[config.mk]
export PLATFORM = sky130hd
export DESIGN_NAME = scroll_address_register_unit
export DESIGN_NICKNAME = d
export VERILOG_FILES = /design/src/design/sar_pkg.sv /design/src/design/scroll_address_register_unit.sv
export SDC_FILE = /design/constraint.sdc
export NUM_CORES = 1
export LEC_CHECK = 0
export BUFFER_PORTS_ARGS = -buffer_cell sky130_fd_sc_hd__buf_2
export CAP_MARGIN = 10
export CORE_ASPECT_RATIO = 1.2
export CORE_MARGIN = 1.5
export CORE_UTILIZATION = 35
export CTS_CLUSTER_DIAMETER = 100
export DETAILED_ROUTE_END_ITERATION = 16
export PLACE_DENSITY_LB_ADDON = 0.05
export REMOVE_ABC_BUFFERS = 1
export SKIP_LAST_GASP = 1
export SLEW_MARGIN = 20
export SYNTH_ARGS = -nofsm -noshare
export SYNTH_HDL_FRONTEND = slang
export SYNTH_SLANG_ARGS = --single-unit
export TNS_END_PERCENT = 5
[constraint.sdc]
create_clock -name clk -period 7.1 [get_ports clk]
set_clock_uncertainty 0.15 [all_clocks]
set_input_delay 0.355 -clock clk [delete_from_list [all_inputs] [get_ports clk]]
set_output_delay 0.355 -clock clk [all_outputs]
set_load 0.05 [all_outputs]
[src/design/sar_pkg.sv]
// shared types and codes for the scroll and address register unit
// no dependencies
`default_nettype none

package sar_pkg;

  localparam int unsigned ADDR_W = 15;
  localparam int unsigned DATA_W = 8;
  localparam int unsigned FINE_W = 3;
  localparam int unsigned KIND_W = 3;
  localparam int unsigned PORT_W = 3;

  typedef logic [ADDR_W-1:0] addr_t;
  typedef logic [DATA_W-1:0] byte_t;
  typedef logic [FINE_W-1:0] fine_t;

  typedef enum logic [KIND_W-1:0] {
    KIND_REG_WRITE = 3'd0,
    KIND_REG_READ  = 3'd1,
    KIND_INC_X     = 3'd2,
    KIND_INC_Y     = 3'd3,
    KIND_COPY_H    = 3'd4,
    KIND_COPY_V    = 3'd5
  } kind_t;

  typedef enum logic [PORT_W-1:0] {
    PORT_CONTROL = 3'd0,
    PORT_STATUS  = 3'd2,
    PORT_SCROLL  = 3'd5,
    PORT_ADDRESS = 3'd6,
    PORT_DATA    = 3'd7
  } port_t;

  localparam logic [4:0] COARSE_MAX      = 5'd31;
  localparam logic [4:0] COARSE_Y_LAST   = 5'd29;
  localparam logic [2:0] FINE_Y_MAX      = 3'd7;
  localparam addr_t      ROW_STEP        = addr_t'(32);
  localparam addr_t      COL_STEP        = addr_t'(1);

  // coarse x step, wraps into the next horizontal nametable
  function automatic addr_t inc_x(input addr_t v);
    addr_t r;
    r = v;
    if (v[4:0] == COARSE_MAX) begin
      r[4:0] = '0;
      r[10]  = ~v[10];
    end else begin
      r[4:0] = v[4:0] + 5'd1;
    end
    return r;
  endfunction

  // fine y step, carries into coarse y
  function automatic addr_t inc_y(input addr_t v);
    addr_t r;
    r = v;
    if (v[14:12] != FINE_Y_MAX) begin
      r[14:12] = v[14:12] + 3'd1;
    end else begin
      r[14:12] = '0;
      if (v[9:5] == COARSE_Y_LAST) begin
        r[9:5] = '0;
        r[11]  = ~v[11];
      end else if (v[9:5] == COARSE_MAX) begin
        r[9:5] = '0;
      end else begin
        r[9:5] = v[9:5] + 5'd1;
      end
    end
    return r;
  endfunction

endpackage

`default_nettype wire

[src/design/scroll_address_register_unit.sv]
// scroll and address register unit: state update plus registered result stage
// depends on sar_pkg
`default_nettype none

// One request is taken per clock cycle unless a held result stalls the input.
// Each accepted request updates the current address, temporary address, fine x
// scroll, write toggle and step flag in the same cycle and produces one result
// in an output register in the next cycle; the result register decouples the
// two sides, so a new request is taken whenever the result register is empty
// or being drained.
module scroll_address_register_unit (
  input  wire logic                 clk,
  input  wire logic                 rst_n,
  input  wire logic                 in_valid,
  output logic                      in_ready,
  input  wire logic [2:0]           in_kind,
  input  wire logic [2:0]           in_reg_index,
  input  wire logic [7:0]           in_write_data,
  input  wire logic                 in_rendering_active,
  output logic                      out_valid,
  input  wire logic                 out_ready,
  output logic                      out_access_valid,
  output logic                      out_access_is_write,
  output sar_pkg::addr_t            out_access_address,
  output sar_pkg::byte_t            out_access_data,
  output sar_pkg::addr_t            out_current_address,
  output sar_pkg::fine_t            out_fine_scroll_x
);
  import sar_pkg::*;

  addr_t v_r, v_nxt;
  addr_t t_r, t_nxt;
  fine_t fine_x_r, fine_x_nxt;
  logic  first_r, first_nxt;
  logic  row_step_r, row_step_nxt;

  logic  out_valid_r;
  logic  acc_valid_r, acc_valid_nxt;
  logic  acc_wr_r, acc_wr_nxt;
  addr_t acc_addr_r, acc_addr_nxt;
  byte_t acc_data_r, acc_data_nxt;

  logic  accept;
  addr_t v_stepped;

  assign in_ready = ~out_valid_r | out_ready;
  assign accept   = in_valid & in_ready;

  // address after a data-port access
  assign v_stepped = in_rendering_active ? inc_y(v_r)
                   : v_r + (row_step_r ? ROW_STEP : COL_STEP);

  always_comb begin
    v_nxt         = v_r;
    t_nxt         = t_r;
    fine_x_nxt    = fine_x_r;
    first_nxt     = first_r;
    row_step_nxt  = row_step_r;
    acc_valid_nxt = 1'b0;
    acc_wr_nxt    = 1'b0;
    acc_addr_nxt  = '0;
    acc_data_nxt  = '0;
    case (in_kind)
      KIND_REG_WRITE: begin
        case (in_reg_index)
          PORT_CONTROL: begin
            t_nxt[11:10] = in_write_data[1:0];
            row_step_nxt = in_write_data[2];
          end
          PORT_SCROLL: begin
            if (first_r) begin
              t_nxt[4:0] = in_write_data[7:3];
              fine_x_nxt = in_write_data[2:0];
            end else begin
              t_nxt[9:5]   = in_write_data[7:3];
              t_nxt[14:12] = in_write_data[2:0];
            end
            first_nxt = ~first_r;
          end
          PORT_ADDRESS: begin
            if (first_r) begin
              t_nxt[13:8] = in_write_data[5:0];
              t_nxt[14]   = 1'b0;
            end else begin
              t_nxt[7:0] = in_write_data;
              v_nxt      = {t_r[14:8], in_write_data};
            end
            first_nxt = ~first_r;
          end
          PORT_DATA: begin
            acc_valid_nxt = 1'b1;
            acc_wr_nxt    = 1'b1;
            acc_addr_nxt  = v_r;
            acc_data_nxt  = in_write_data;
            v_nxt         = v_stepped;
          end
          default: ;
        endcase
      end
      KIND_REG_READ: begin
        case (in_reg_index)
          PORT_STATUS: first_nxt = 1'b1;
          PORT_DATA: begin
            acc_valid_nxt = 1'b1;
            acc_addr_nxt  = v_r;
            v_nxt         = v_stepped;
          end
          default: ;
        endcase
      end
      KIND_INC_X:  v_nxt = inc_x(v_r);
      KIND_INC_Y:  v_nxt = inc_y(v_r);
      KIND_COPY_H: begin
        v_nxt[4:0] = t_r[4:0];
        v_nxt[10]  = t_r[10];
      end
      KIND_COPY_V: begin
        v_nxt[9:5]   = t_r[9:5];
        v_nxt[14:11] = t_r[14:11];
      end
      default: ;
    endcase
  end

  always_ff @(posedge clk) begin
    if (!rst_n) begin
      v_r         <= '0;
      t_r         <= '0;
      fine_x_r    <= '0;
      first_r     <= 1'b1;
      row_step_r  <= 1'b0;
      out_valid_r <= 1'b0;
    end else begin
      if (accept) begin
        v_r        <= v_nxt;
        t_r        <= t_nxt;
        fine_x_r   <= fine_x_nxt;
        first_r    <= first_nxt;
        row_step_r <= row_step_nxt;
      end
      if (in_ready) begin
        out_valid_r <= in_valid;
      end
    end
  end

  // result payload
  always_ff @(posedge clk) begin
    if (accept) begin
      acc_valid_r <= acc_valid_nxt;
      acc_wr_r    <= acc_wr_nxt;
      acc_addr_r  <= acc_addr_nxt;
      acc_data_r  <= acc_data_nxt;
    end
  end

  assign out_valid           = out_valid_r;
  assign out_access_valid    = acc_valid_r;
  assign out_access_is_write = acc_wr_r;
  assign out_access_address  = acc_addr_r;
  assign out_access_data     = acc_data_r;
  assign out_current_address = v_r;
  assign out_fine_scroll_x   = fine_x_r;

  a_accept_gives_result: assert property (@(posedge clk) disable iff (!rst_n)
    accept |=> out_valid)
    else $error("accepted request produced no result");

  a_idle_fields_zero: assert property (@(posedge clk) disable iff (!rst_n)
    out_valid && !out_access_valid |->
      !out_access_is_write && out_access_address == '0 && out_access_data == '0)
    else $error("access fields not cleared without access");

  a_read_data_zero: assert property (@(posedge clk) disable iff (!rst_n)
    out_valid && out_access_valid && !out_access_is_write |-> out_access_data == '0)
    else $error("read access carries data");

  a_copy_h: assert property (@(posedge clk) disable iff (!rst_n)
    accept && in_kind == KIND_COPY_H |=>
      out_current_address[4:0] == $past(t_r[4:0]) &&
      out_current_address[10] == $past(t_r[10]))
    else $error("horizontal copy mismatch");

  a_toggle_status: assert property (@(posedge clk) disable iff (!rst_n)
    accept && in_kind == KIND_REG_READ && in_reg_index == PORT_STATUS |=> first_r)
    else $error("status read did not reset write toggle");

endmodule

`default_nettype wire

# ---- Yosys cells after proc, flatten, opt, wreduce, memory -nomap -nowiden
# Index checks and enable logic that the tools add are counted.
dict set report totals {
  regBits 61
  input_bits 19
  output_inout_bits 45
  elab_cells 98
}
dict set report classes {
  n_addsub 4
  eq_ne 23
  muxes 29
  bitwise_logic 6
  reduce_logical 21
}
# operator n
set op_table {}
lappend op_table {{two-way mux 15 bit} 3}
lappend op_table {{one-hot mux 5 bit (4 select lines)} 2}
lappend op_table {{two-way mux 5 bit} 6}
lappend op_table {{one-hot mux 15 bit (2 select lines)} 1}
lappend op_table {{AND reduction 5 bit} 5}
lappend op_table {{one-hot mux 10 bit (2 select lines)} 1}
lappend op_table {{one-hot mux 4 bit (4 select lines)} 1}
lappend op_table {{adder 15 x 6 -> 15 bit} 1}
lappend op_table {{equality test 3 bit, second input constant} 5}
lappend op_table {{equality test 5 bit, second input constant} 3}
lappend op_table {{inequality test 2 bit, second input constant} 6}
lappend op_table {{AND reduction 4 bit} 3}
lappend op_table {{adder 5 x 1 -> 5 bit, second input constant} 2}
lappend op_table {{equality test 3 x 2 -> 1 bit, second input constant} 3}
lappend op_table {{two-way mux 8 bit} 1}
lappend op_table {{nonzero test 4 bit} 2}
lappend op_table {{two-way mux 7 bit} 1}
lappend op_table {{logical NOT 3 bit} 2}
lappend op_table {{two-way mux 1 bit} 6}
lappend op_table {{two-way mux 3 bit} 2}
lappend op_table {{two-way mux 6 bit} 1}
lappend op_table {{inequality test 3 bit, second input constant} 2}
lappend op_table {{one-hot mux 3 bit (2 select lines)} 1}
lappend op_table {{AND reduction 6 bit} 1}
lappend op_table {{14 further kinds} 22}

# ---- Depth between registers and ports, before layout
# Gate-level depths: netlist of run 1.
dict set report logic_depth {
  word_depth 7
  depth_mapped 8
  depth_no_buf 8
}

# ---- Worst setup path before layout of run 1
# Ideal clock, no wire load.
dict set report synth_path {
  path_kind {register to register}
  startpoint {register v_r[12], in the netlist out_current_address[12]}
  endpoint {register v_r[11], in the netlist out_current_address[11]}
  setup_time_ns 0.119
  arrival_time_ns 2.375
  t_required_ns 6.831
  slack_ns 4.456
  path_stages_with_launch 9
  path_buffers 1
  period_less_slack_ns 2.644
  path_cell_list {dfxtp_1 -> ha_1 -> ha_1 -> clkbuf_1 -> inv_1 -> o21ai_0 -> a21oi_1 -> or4b_1 -> o221a_1}
}
dict set report synth_via {
  elab_chain_cells 5
  word_cells_on_any_way 6
  cone_classes {eq/ne: 1; mux: 5}
}
# item line_no
set synth_lines {}
lappend synth_lines {{start: declaration} scroll_address_register_unit.sv:31} ;# addr_t v_r, v_nxt;
lappend synth_lines {{start signal: assignment} scroll_address_register_unit.sv:135} ;# v_r <= v_nxt;
lappend synth_lines {{inequality test 3 bit (*)} sar_pkg.sv:57} ;# if (v[14:12] != FINE_Y_MAX) begin
lappend synth_lines {{two-way mux 1 bit (*)} n/a}
lappend synth_lines {{two-way mux 15 bit} scroll_address_register_unit.sv:50} ;# assign v_stepped = in_rendering_active ? inc_y(v_r)
lappend synth_lines {{one-hot mux 15 bit (2 select lines) or two-way mux 15 bit (tied branches)} {scroll_address_register_unit.sv:65, scroll_address_register_unit.sv:101}}
lappend synth_lines {{one-hot mux 4 bit (4 select lines) (*)} scroll_address_register_unit.sv:63} ;# case (in_kind)
# Mark *: on every way between the ends. The rest lies on a longest branch, timed or not. The select of a mux whose other input is x is not followed.
# A chain may end at the register's enable or synchronous reset.

# ---- Worst setup path in the final report of run 1
dict set report layout_path {
  startpoint {input port in_reg_index[2]}
  endpoint {register v_r[11], in the netlist out_current_address[11]}
}
dict set report layout_via {
  elab_chain_cells 3
  word_cells_on_any_way 8
  cone_classes {eq/ne: 5; mux: 2; reduce/logical: 1}
}
# item line_no
set layout_lines {}
lappend layout_lines {{start: declaration} scroll_address_register_unit.sv:17} ;# input wire logic [2:0] in_reg_index,
lappend layout_lines {{equality test 3 bit, on equally long branches} {scroll_address_register_unit.sv:65, scroll_address_register_unit.sv:101}}
lappend layout_lines {{one-hot mux 15 bit (2 select lines) (tied with other cells)} scroll_address_register_unit.sv:65} ;# case (in_reg_index)
lappend layout_lines {{one-hot mux 4 bit (4 select lines) or AND reduction 5 bit (tied branches)} n/a}
# Parallel ways exist; a longest one is shown, timed or not.

==> impl_summary.txt, run 1 <==
----------------------------------------------------
[Die]
  Top-Level Pins ... 64
  Total number of placement rows ... 42
  Area of the placeable core ... 0.0111 sq mm
  Starting density of the core ... 0.360
  Die area ... 0.0121 sq mm
  DIE WIDTH ... 101 um
  Vertical die dimension ... between 100 and 150 um

[Synth]
  Share of flip-flops with an asynchronous set or reset after synthesis ... 0
  Mapped cell area ... 0.00399 sq mm
  Most frequent cell after synthesis ... sky130_fd_sc_hd__dfxtp_1
  Syn_area_per_cell ... 8.82 sq um
  Seq cells post-synth ... 61
  Synthesis Warnings ... 0
  Primary flip-flop cell chosen by synthesis mapping ... sky130_fd_sc_hd__dfxtp_1
  Share of the yosys chip area belonging to registers ... 0.368
  Number of enable flip-flop cells after synthesis ... 25
  Yosys top cell area share ... 0.188
  Ranking of synthesized cells by area ... sky130_fd_sc_hd__edfxtp_1 19%, sky130_fd_sc_hd__dfxtp_1 18%, sky130_fd_sc_hd__a31oi_1 4.2%
  Leading cell types by count after synthesis ... 36 x sky130_fd_sc_hd__dfxtp_1, 34 x sky130_fd_sc_hd__nand2_1, 27 x sky130_fd_sc_hd__a31oi_1, 25 x sky130_fd_sc_hd__edfxtp_1
  Yosys top cell by area ... sky130_fd_sc_hd__edfxtp_1
  Instance count of the mapped netlist ... 453
  Distinct cell type count of the synthesized netlist ... 70

[Hold path]
  Hold depth ... 3
  Hold Path Class ... primary input to register
  Hold-critical path endpoint ... out_valid
  Hold wc startpoint ... in_valid

[Final layout]
  Final design utilization ... 0.424
  Final-stage net count ... 523
  Share of layout cells above drive strength 1 ... 0.183
  # diodes ... 0
  Final cell area excluding filler cells ... roughly 0.0047 sq mm
  Layout overhead on the synthesized area ... 17.8%

[Pwr]
  Clock power share ... 0.491
  Internal portion of total power ... around 800 uW
  Combinational power share ... 0.150
  Switching power ... around 300 uW
  Net switching fraction of the power ... 0.274
  Power density over the cells ... 234 mW/mm^2
  Maximum vdd drop ... 107 uV
  Portion of total power attributed to sequential cells ... 0.359
  Leakage power total ... 2.00 nW

[Global routing]
  GR Util All Layers ... 0.214
  Remaining global-route overflow ... 0
  Antenna violations before repair ... 0
  Global-route wire length before repair ... 19500 um
  Vias in the first global route ... 3528
  Maximum number of pins on one net before global-route repair ... 38

[Clocking]
  Clock buffer count from CTS ... 9
  Number of post-CTS setup repair buffers ... 0
  Number of gates resized after CTS ... 0
  Source-to-sink clock delay at the later pin of the worst-skew pair ... 0.34 ns
  TritonCTS Sinks ... 61
  TritonCTS clock tree ... built
  Clk pin slew, worst setup/hold paths ... 0.05 ns
  CTS Root Buffer Type ... sky130_fd_sc_hd__clkbuf_16
  Cts hold-fix bufs ... 0
  Max clock buf depth ... 2
  Number of levels the H-tree was split into ... 3

[Detailed routing]
  Length of the first detailed-routing pass in iterations ... 6
  Starting DRT DRC Count ... 282
  Remaining antenna violation count ... 0
  Post-detailed-route wirelength per cell ... 18.9 um
  Via count normalized by instance count ... 5.77
  Total number of vias ... 3760
  Final wirelength ... 12300 um
  Detailed-route DRC error count ... 0

[Timing]
  Max-slew violations ... 0
  Final setup violation count ... 0
  Part of the cycle the worst path needs ... 0.418
  TNS Setup ... 0 ns
  Hold WS ... between 0.15 and 0.2 ns
  Transition time at the pin with the least slew margin ... 1.08 ns
  Upper clock frequency limit ... 337 MHz
  RSZ-0062 raised after global routing ... no
  Hold Violations, Final ... 0
  Final min period ... 2.97 ns
  Rel. slew slack ... 0.279

[Worst setup path]
  Arrival time reported for the critical path endpoint ... 3.04 ns
  Endpoint type of the worst setup path ... register
  Crit Path Max Fanout ... 31
  Slack of the worst reg-to-reg path ... 4.58 ns
  Kind of critical path ... primary input to register
  Category of the worst setup path launch point ... primary input
  R2r worst-path depth ... 7
  Required time at the endpoint of the critical path ... 7.17 ns
  Crit Reg-Reg Endpoint ... out_current_address[11]
  Source of the worst register-to-register timing path ... out_current_address[6]

[Placement]
  Post-detailed-placement cell area ... about 0.0043 sq mm
  Port-buffer cells ... 63
  Final weighted congestion of routability-driven global placement ... 0.828
  Estimated wirelength of the detail-placed design ... approximately 8600 um

[Status]
  Run status ... finished, final reports clean

[Flow run]
  # Max-Cap Violations ... 0

----------------------------------------------------
==> how the worst max path moves through the flow <==
stage,endpoint,cells past startpoint,slack [ns],from
final,out_current_address[11],6,4.13,in_reg_index[2]
after global routing,out_current_address[11],6,3.94,in_reg_index[2]
after CTS,out_current_address[11],6,4.17,in_reg_index[2]
after detailed placement,out_current_address[11],6,3.81,in_reg_index[2]
after global placement,out_current_address[11],6,3.87,in_reg_index[2]
after floorplan,out_current_address[11],7,4.56,out_current_address[12]
==> state kept, by name (all words and copies together), names as in the netlist <==
signal               count
t_r                     15
out_access_is_write      1
out_access_data          8
out_access_valid         1
out_current_address     15
first_r                  1
out_fine_scroll_x        3
out_valid                1
out_access_address      15
row_step_r               1
==> logic make-up after synthesis <==
group	share of synthesized area
simple gates	0.219
compound gates	0.279
flops	0.368
buf+inv	0.0558
fa+ha+maj	0.0345
mux	0.0257
xor+xnor	0.0175
==> through the flow <==
| step | setup slack [ns] | total power, mW | std cells |
|---|---|---|---|
| after floorplan | 4.56 | 0.507 | 418 |
| after global placement | 3.87 | 0.567 | 636 |
| after detailed placement | 3.81 | 0.568 | 636 |
| after CTS | 4.17 | 1.11 | 652 |
| after global routing | 3.94 | 1.14 | 652 |
| final | 4.13 | 1.10 | 652 |
==> power groups by stage <==
| stage | Combinational (mW) | Clock, mW | Sequential (mW) |
|---|---|---|---|
| global placement | 0.164 | 0 | 0.403 |
| finish | 0.165 | 0.541 | 0.395 |
| floorplan | 0.0641 | 0 | 0.443 |
| global route | 0.178 | 0.563 | 0.398 |
| detailed placement | 0.164 | 0 | 0.403 |
| CTS | 0.165 | 0.550 | 0.396 |
==> metal layers <==
layer,GRT usage,up-vias,share of wire
li1,-,1815,-
met1,0.275,1808,0.44
met2,0.349,117,0.49
met3,0.0344,20,0.044
met4,0.0977,0,0.026
met5,0,-,0
==> critical path, stage by stage <==
cell and delay, ns:
sky130_fd_sc_hd__buf_2 0.38, sky130_fd_sc_hd__and3_1 0.95, sky130_fd_sc_hd__o21ai_1 0.20, sky130_fd_sc_hd__a31oi_4 0.43
sky130_fd_sc_hd__or4b_1 0.49, sky130_fd_sc_hd__o221a_1 0.22
==> cells in the final DEF (no fill, tap or decap), types with 5 or more instances in the layout <==
master,netlist,layout
sky130_fd_sc_hd__inv_1,15,14
sky130_fd_sc_hd__nor2_1,22,22
sky130_fd_sc_hd__nor2b_1,10,10
sky130_fd_sc_hd__edfxtp_1,25,25
sky130_fd_sc_hd__o211a_1,16,16
sky130_fd_sc_hd__nand2b_1,8,8
sky130_fd_sc_hd__a21boi_0,8,8
sky130_fd_sc_hd__xnor2_1,5,5
sky130_fd_sc_hd__a211oi_1,5,5
sky130_fd_sc_hd__clkbuf_16,0,9
sky130_fd_sc_hd__mux2i_1,8,8
sky130_fd_sc_hd__and3_1,16,16
sky130_fd_sc_hd__o21ai_0,24,24
sky130_fd_sc_hd__nand3_1,22,22
sky130_fd_sc_hd__buf_2,4,63
sky130_fd_sc_hd__a31oi_1,27,27
sky130_fd_sc_hd__dfxtp_1,36,36
sky130_fd_sc_hd__a21oi_1,16,16
sky130_fd_sc_hd__and2_1,9,9
sky130_fd_sc_hd__nand2_1,34,34
sky130_fd_sc_hd__nand4_1,5,5
sky130_fd_sc_hd__nor3_1,13,13
sky130_fd_sc_hd__ha_1,11,11
==> layout make-up <==
class,instances,area [sq um]
fill,1115,6380
multi-input combinational,342,2300
sequential,61,1470
timing repair buffer,64,323
clock buffer,9,225
tap,154,193
clock inverter,7,138
inverter,15,56.3
Power figures use the tool's default switching activity.
==> inputs of run 2 (changes only) <==
- clock period: 7.1 -> 2.95 ns (I/O delays scaled with it)
==> impl_summary.txt, run 2 (same netlist as run 1, synthesis figures left out) <==
----------------------------------------------------
[Timing]
  RSZ-0062 raised after global routing ... no
  Upper clock frequency limit ... 415 MHz
  Part of the cycle the worst path needs ... 0.817
  Hold Violations, Final ... 0
  Hold WS ... 0.0268 ns
  Final min period ... 2.41 ns
  Rel. slew slack ... 0.414
  Transition time at the pin with the least slew margin ... roughly 0.87 ns
  Final setup violation count ... 0
  TNS Setup ... 0 ns
  Max-slew violations ... 0

[Global routing]
  Vias in the first global route ... 3740
  Antenna violations before repair ... 0
  Remaining global-route overflow ... 0
  GR Util All Layers ... 0.224
  Maximum number of pins on one net before global-route repair ... 38
  Global-route wire length before repair ... 20600 um

[Clocking]
  Number of post-CTS setup repair buffers ... 0
  TritonCTS clock tree ... built
  TritonCTS Sinks ... 61
  Clk pin slew, worst setup/hold paths ... 0.05 ns
  Number of gates resized after CTS ... 0
  Number of levels the H-tree was split into ... 3
  Max clock buf depth ... 2
  CTS Root Buffer Type ... sky130_fd_sc_hd__clkbuf_16
  Clock buffer count from CTS ... 9
  Source-to-sink clock delay at the later pin of the worst-skew pair ... between 0.3 and 0.4 ns

[Final layout]
  Area of combinational cells with multiple inputs ... 0.00230 sq mm
  Sequential Area ... roughly 0.0015 sq mm
  Final design utilization ... 0.430
  Share of layout cells above drive strength 1 ... 0.198
  Filler-free cell count of the finished design ... 669
  Fillcell total ... 1157
  # diodes ... 0
  Most common library cell in the layout ignoring fill and taps ... sky130_fd_sc_hd__buf_2
  Final-stage net count ... 540
  Leading cell types in the layout, fill and taps excluded ... 63 x sky130_fd_sc_hd__buf_2, 36 x sky130_fd_sc_hd__dfxtp_1, 34 x sky130_fd_sc_hd__nand2_1
  Layout overhead on the synthesized area ... 19.4%

[Worst setup path]
  Arrival time reported for the critical path endpoint ... 2.49 ns
  Endpoint type of the worst setup path ... register
  R2r worst-path depth ... 7
  Gate family responsible for the most delay along the worst path ... adder cells
  Cell count along the critical path ... 7
  Crit Path Max Fanout ... 9
  Crit-path cells ... ha_1, ha_1, inv_1, o21ai_0, a21oi_1, or4b_1, o221a_1
  Required time at the endpoint of the critical path ... 3.03 ns
  Category of the worst setup path launch point ... register
  Count of buffer and inverter cells on the critical path ... 1
  Worst path most repeated cell ... sky130_fd_sc_hd__ha_1
  Kind of critical path ... register to register
  Worst path slowest cell ... sky130_fd_sc_hd__or4b_1
  Critical path's largest stage delay ... 0.53 ns

[Detailed routing]
  Final wirelength ... 12900 um
  Remaining antenna violation count ... 0
  Via count normalized by instance count ... 5.68
  Starting DRT DRC Count ... 211
  Length of the first detailed-routing pass in iterations ... 7
  Post-detailed-route wirelength per cell ... 19.3 um
  Detailed-route DRC error count ... 0
  Total number of vias ... 3799

[Die]
  DIE WIDTH ... 101 um
  Starting density of the core ... 0.360
  Top-Level Pins ... 64
  Total number of placement rows ... 42
  Area of the placeable core ... 0.0111 sq mm
  Die area ... 0.0121 sq mm
  Vertical die dimension ... 120 um

[Placement]
  Total instance count after detailed placement ... between 600 and 700
  Final weighted congestion of routability-driven global placement ... ~0.83
  Estimated wirelength of the detail-placed design ... 9260 um
  Port-buffer cells ... 63

[Hold path]
  Hold Path Class ... primary input to register
  Hold depth ... 2

[Status]
  Run status ... finished, final reports clean

[Pwr]
  Maximum vdd drop ... ~260 uV
  PnR Total Power ... 2.41 mW
  Leakage power total ... roughly 2.0 nW
  Power density over the cells ... 506 mW/mm^2

[Flow run]
  # Max-Cap Violations ... 0

----------------------------------------------------
==> run 2: cell count changes in the layout (fill, tap and decap cells not counted), sizes merged <==
cell and change:
bufinv -3, buf +15, inv +1, clkbuf +5, clkinv -3, dlygate4sd3 +2
==> run 2: repair_timing <==
action                                  in CTS  in global routing
endpoints found under the setup margin       0                  0
hold endpoints to repair                     2                  0
hold buffers                                 2                  0
==> run 2: per-layer routing <==
layer  track usage  wire length [um]  up-vias
met1         0.292              5810     1795
met5             0                 0        -
li1              -                 -     1855
met3        0.0355               519       33
met4         0.123               541        0
met2         0.352              6010      116
==> run 2: power by group <==
part / total (mW) / switching (mW) / internal [mW]
clock: 1.04 / 0.384 / 0.654
sequential: 0.945 / 0.0344 / 0.910
combinational: 0.430 / 0.304 / 0.126
total: 2.41 / 0.723 / 1.69
==> run 2: final cells by class <==
type,count,share of cell area
tap,154,0.0404
clock inverter,2,0.00735
clock buffer,14,0.0512
sequential,61,0.309
timing repair buffer,81,0.0982
multi-input combinational,342,0.482
inverter,15,0.0118
==> run 2: final timing paths <==
check	start	end	slack, ns
worst min-delay path	in_write_data[7]	out_access_data[7]	0.03
worst max-delay path	out_current_address[12]	out_current_address[11]	0.54
worst max register to register	out_current_address[12]	out_current_address[11]	0.54
worst min register to register	t_r[10]	t_r[10]	0.35
==> run 2: stage by stage <==
stage	instance area, sq um	setup WS (ns)
5_1_grt	4770	0.386
3_5_place_dp	4470	0.555
4_1_cts	4770	0.549
3_3_place_gp	4470	0.621
6_report	4770	0.539
2_1_floorplan	3830	0.411
==> inputs of run 3 (changes only) <==
- clock period: 2.95 -> 2 ns (I/O delays scaled with it)
==> impl_summary.txt, run 3 (same netlist as run 1, synthesis figures left out) <==
----------------------------------------------------
[Timing]
  Upper clock frequency limit ... 480 MHz
  Final min period ... between 2 and 2.5 ns
  RSZ-0062 raised after global routing ... yes
  TNS Setup ... -0.197 ns
  Worst Slack Setup Final ... -0.0844 ns
  Part of the cycle the worst path needs ... 1.04
  Transition time at the pin with the least slew margin ... between 0.8 and 0.9 ns
  Hold Violations, Final ... 0
  Final setup violation count ... 5
  Rel. slew slack ... 0.409
  Max-slew violations ... 0

[Detailed routing]
  Via count normalized by instance count ... ~5.5
  Length of the first detailed-routing pass in iterations ... 5
  Total number of vias ... 4029
  Remaining antenna violation count ... 0
  Post-detailed-route wirelength per cell ... between 15 and 20 um
  Final wirelength ... between 10000 and 15000 um
  Starting DRT DRC Count ... 189
  Detailed-route DRC error count ... 0

[Pwr]
  Leakage power total ... 2.40 nW
  Clock power share ... 0.396
  Portion of total power attributed to sequential cells ... 0.392
  Net switching fraction of the power ... 0.308
  Combinational power share ... 0.212
  Power density over the cells ... 650 mW/mm^2
  Maximum vdd drop ... 369 uV
  Internal portion of total power ... 2.44 mW
  Switching power ... 1.08 mW

[Die]
  Vertical die dimension ... 120 um
  Top-Level Pins ... 64
  Die area ... 0.0121 sq mm
  DIE WIDTH ... 101 um
  Starting density of the core ... 0.360
  Total number of placement rows ... 42
  Area of the placeable core ... between 0.01 and 0.015 sq mm

[Worst setup path]
  Category of the worst setup path launch point ... register
  Worst path slowest cell ... sky130_fd_sc_hd__dfxtp_4
  Crit Path Max Fanout ... 6
  Critical path's largest stage delay ... 0.37 ns
  Kind of critical path ... register to register
  Endpoint type of the worst setup path ... register
  Arrival time reported for the critical path endpoint ... 2.19 ns
  Required time at the endpoint of the critical path ... 2.11 ns
  Crit-path cells ... ha_1, and3_1, ha_2, nand2b_4, o31a_1, a311oi_2, a211oi_1, a31oi_1

[Clocking]
  Clk pin slew, worst setup/hold paths ... 0.06 ns
  Max clock buf depth ... 2
  Number of levels the H-tree was split into ... 3
  TritonCTS clock tree ... built
  Source-to-sink clock delay at the later pin of the worst-skew pair ... approximately 0.34 ns
  TritonCTS Sinks ... 61
  Clock buffer count from CTS ... 9
  CTS Root Buffer Type ... sky130_fd_sc_hd__clkbuf_16

[Global routing]
  Global-route wire length before repair ... 21100 um
  Antenna violations before repair ... 0
  Vias in the first global route ... 3925
  Remaining global-route overflow ... 0
  Maximum number of pins on one net before global-route repair ... 38
  GR Util All Layers ... 0.229

[Placement]
  Port-buffer cells ... 63
  Total instance count after detailed placement ... 715
  Final weighted congestion of routability-driven global placement ... 0.871
  Estimated wirelength of the detail-placed design ... ~10000 um

[Final layout]
  Final design utilization ... 0.489
  Share of layout cells above drive strength 1 ... 0.334
  Leading cell types in the layout, fill and taps excluded ... 83 x sky130_fd_sc_hd__buf_4, 63 x sky130_fd_sc_hd__buf_2, 33 x sky130_fd_sc_hd__nand2_1
  Most common library cell in the layout ignoring fill and taps ... sky130_fd_sc_hd__buf_4
  Filler-free cell count of the finished design ... 738
  # diodes ... 0
  Final-stage net count ... 609
  Layout overhead on the synthesized area ... 35.7%

[Status]
  Failing checks ... setup timing
  Run status ... finished, violations left

[Hold path]
  Hold Path Class ... primary input to register

[Flow run]
  # Max-Cap Violations ... 0

----------------------------------------------------
==> run 3: cell types whose count changed in the layout (fill, tap and decap cells not counted), sizes merged <==
cell	delta
clkinv	+2
bufinv	-1
buf	+68
clkbuf	-1
dlygate4sd3	+1
==> run 3: per-layer routing <==
layer | vias to the layer above | global-route usage | part of all wire
met5 | - | 0 | 0
met4 | 0 | 0.0783 | 0.014
li1 | 1981 | - | -
met2 | 95 | 0.395 | 0.50
met1 | 1941 | 0.289 | 0.45
met3 | 12 | 0.0349 | 0.034
==> run 3: timing repair <==
item,CTS,global route
resized for setup,11,22
endpoints found under the hold margin,3,0
hold buffers,3,0
setup endpoints to repair,8,15
setup buffers,4,0
pin swaps,7,8
==> run 3: cell type report <==
class,instances,area [sq um]
Tap cell,154,193
Sequential cell,61,1480
Fill cell,1099,5670
Timing Repair Buffer,150,988
Inverter,15,56.3
Clock inverter,3,13.8
Multi-Input combinational cell,342,2450
Clock buffer,13,240
==> run 3: power by group through the flow <==
stage          logic, mW  registers, mW  clock network (mW)
3_5_place_dp       0.721           1.40                   0
4_1_cts            0.734           1.38                1.41
6_report           0.748           1.38                1.39
5_1_grt            0.804           1.38                1.47
3_3_place_gp       0.719           1.40                   0
2_1_floorplan      0.228           1.57                   0
==> run 3: per-stage QoR <==
stage                     hold WS (ns)  setup WS [ns]  instance area, sq um  total power [mW]
after floorplan                 0.0413         -0.539                  3830              1.80
after global placement           0.243         -0.113                  4950              2.12
after detailed placement         0.258         -0.178                  4950              2.12
after CTS                      0.00766        -0.0378                  5310              3.52
after global routing            0.0248         -0.141                  5420              3.66
final                          0.00400        -0.0844                  5420              3.52
==> run 3: worst max-delay path: cells and delay by family, from the launching register on <==
kind            cells  cell delay, ns
compound gates      4            0.72
fa+ha+maj           2            0.41
flops               1            0.37
simple gates        2            0.35
==> run 3: worst paths after layout <==
kind	start	cells after the start	to	slack [ns]
max	out_current_address[5]	8	out_current_address[6]	-0.08
min	in_write_data[1]	3	out_fine_scroll_x[1]	0.004
max reg2reg	out_current_address[5]	8	out_current_address[6]	-0.08
min reg2reg	t_r[3]	1	t_r[3]	0.35
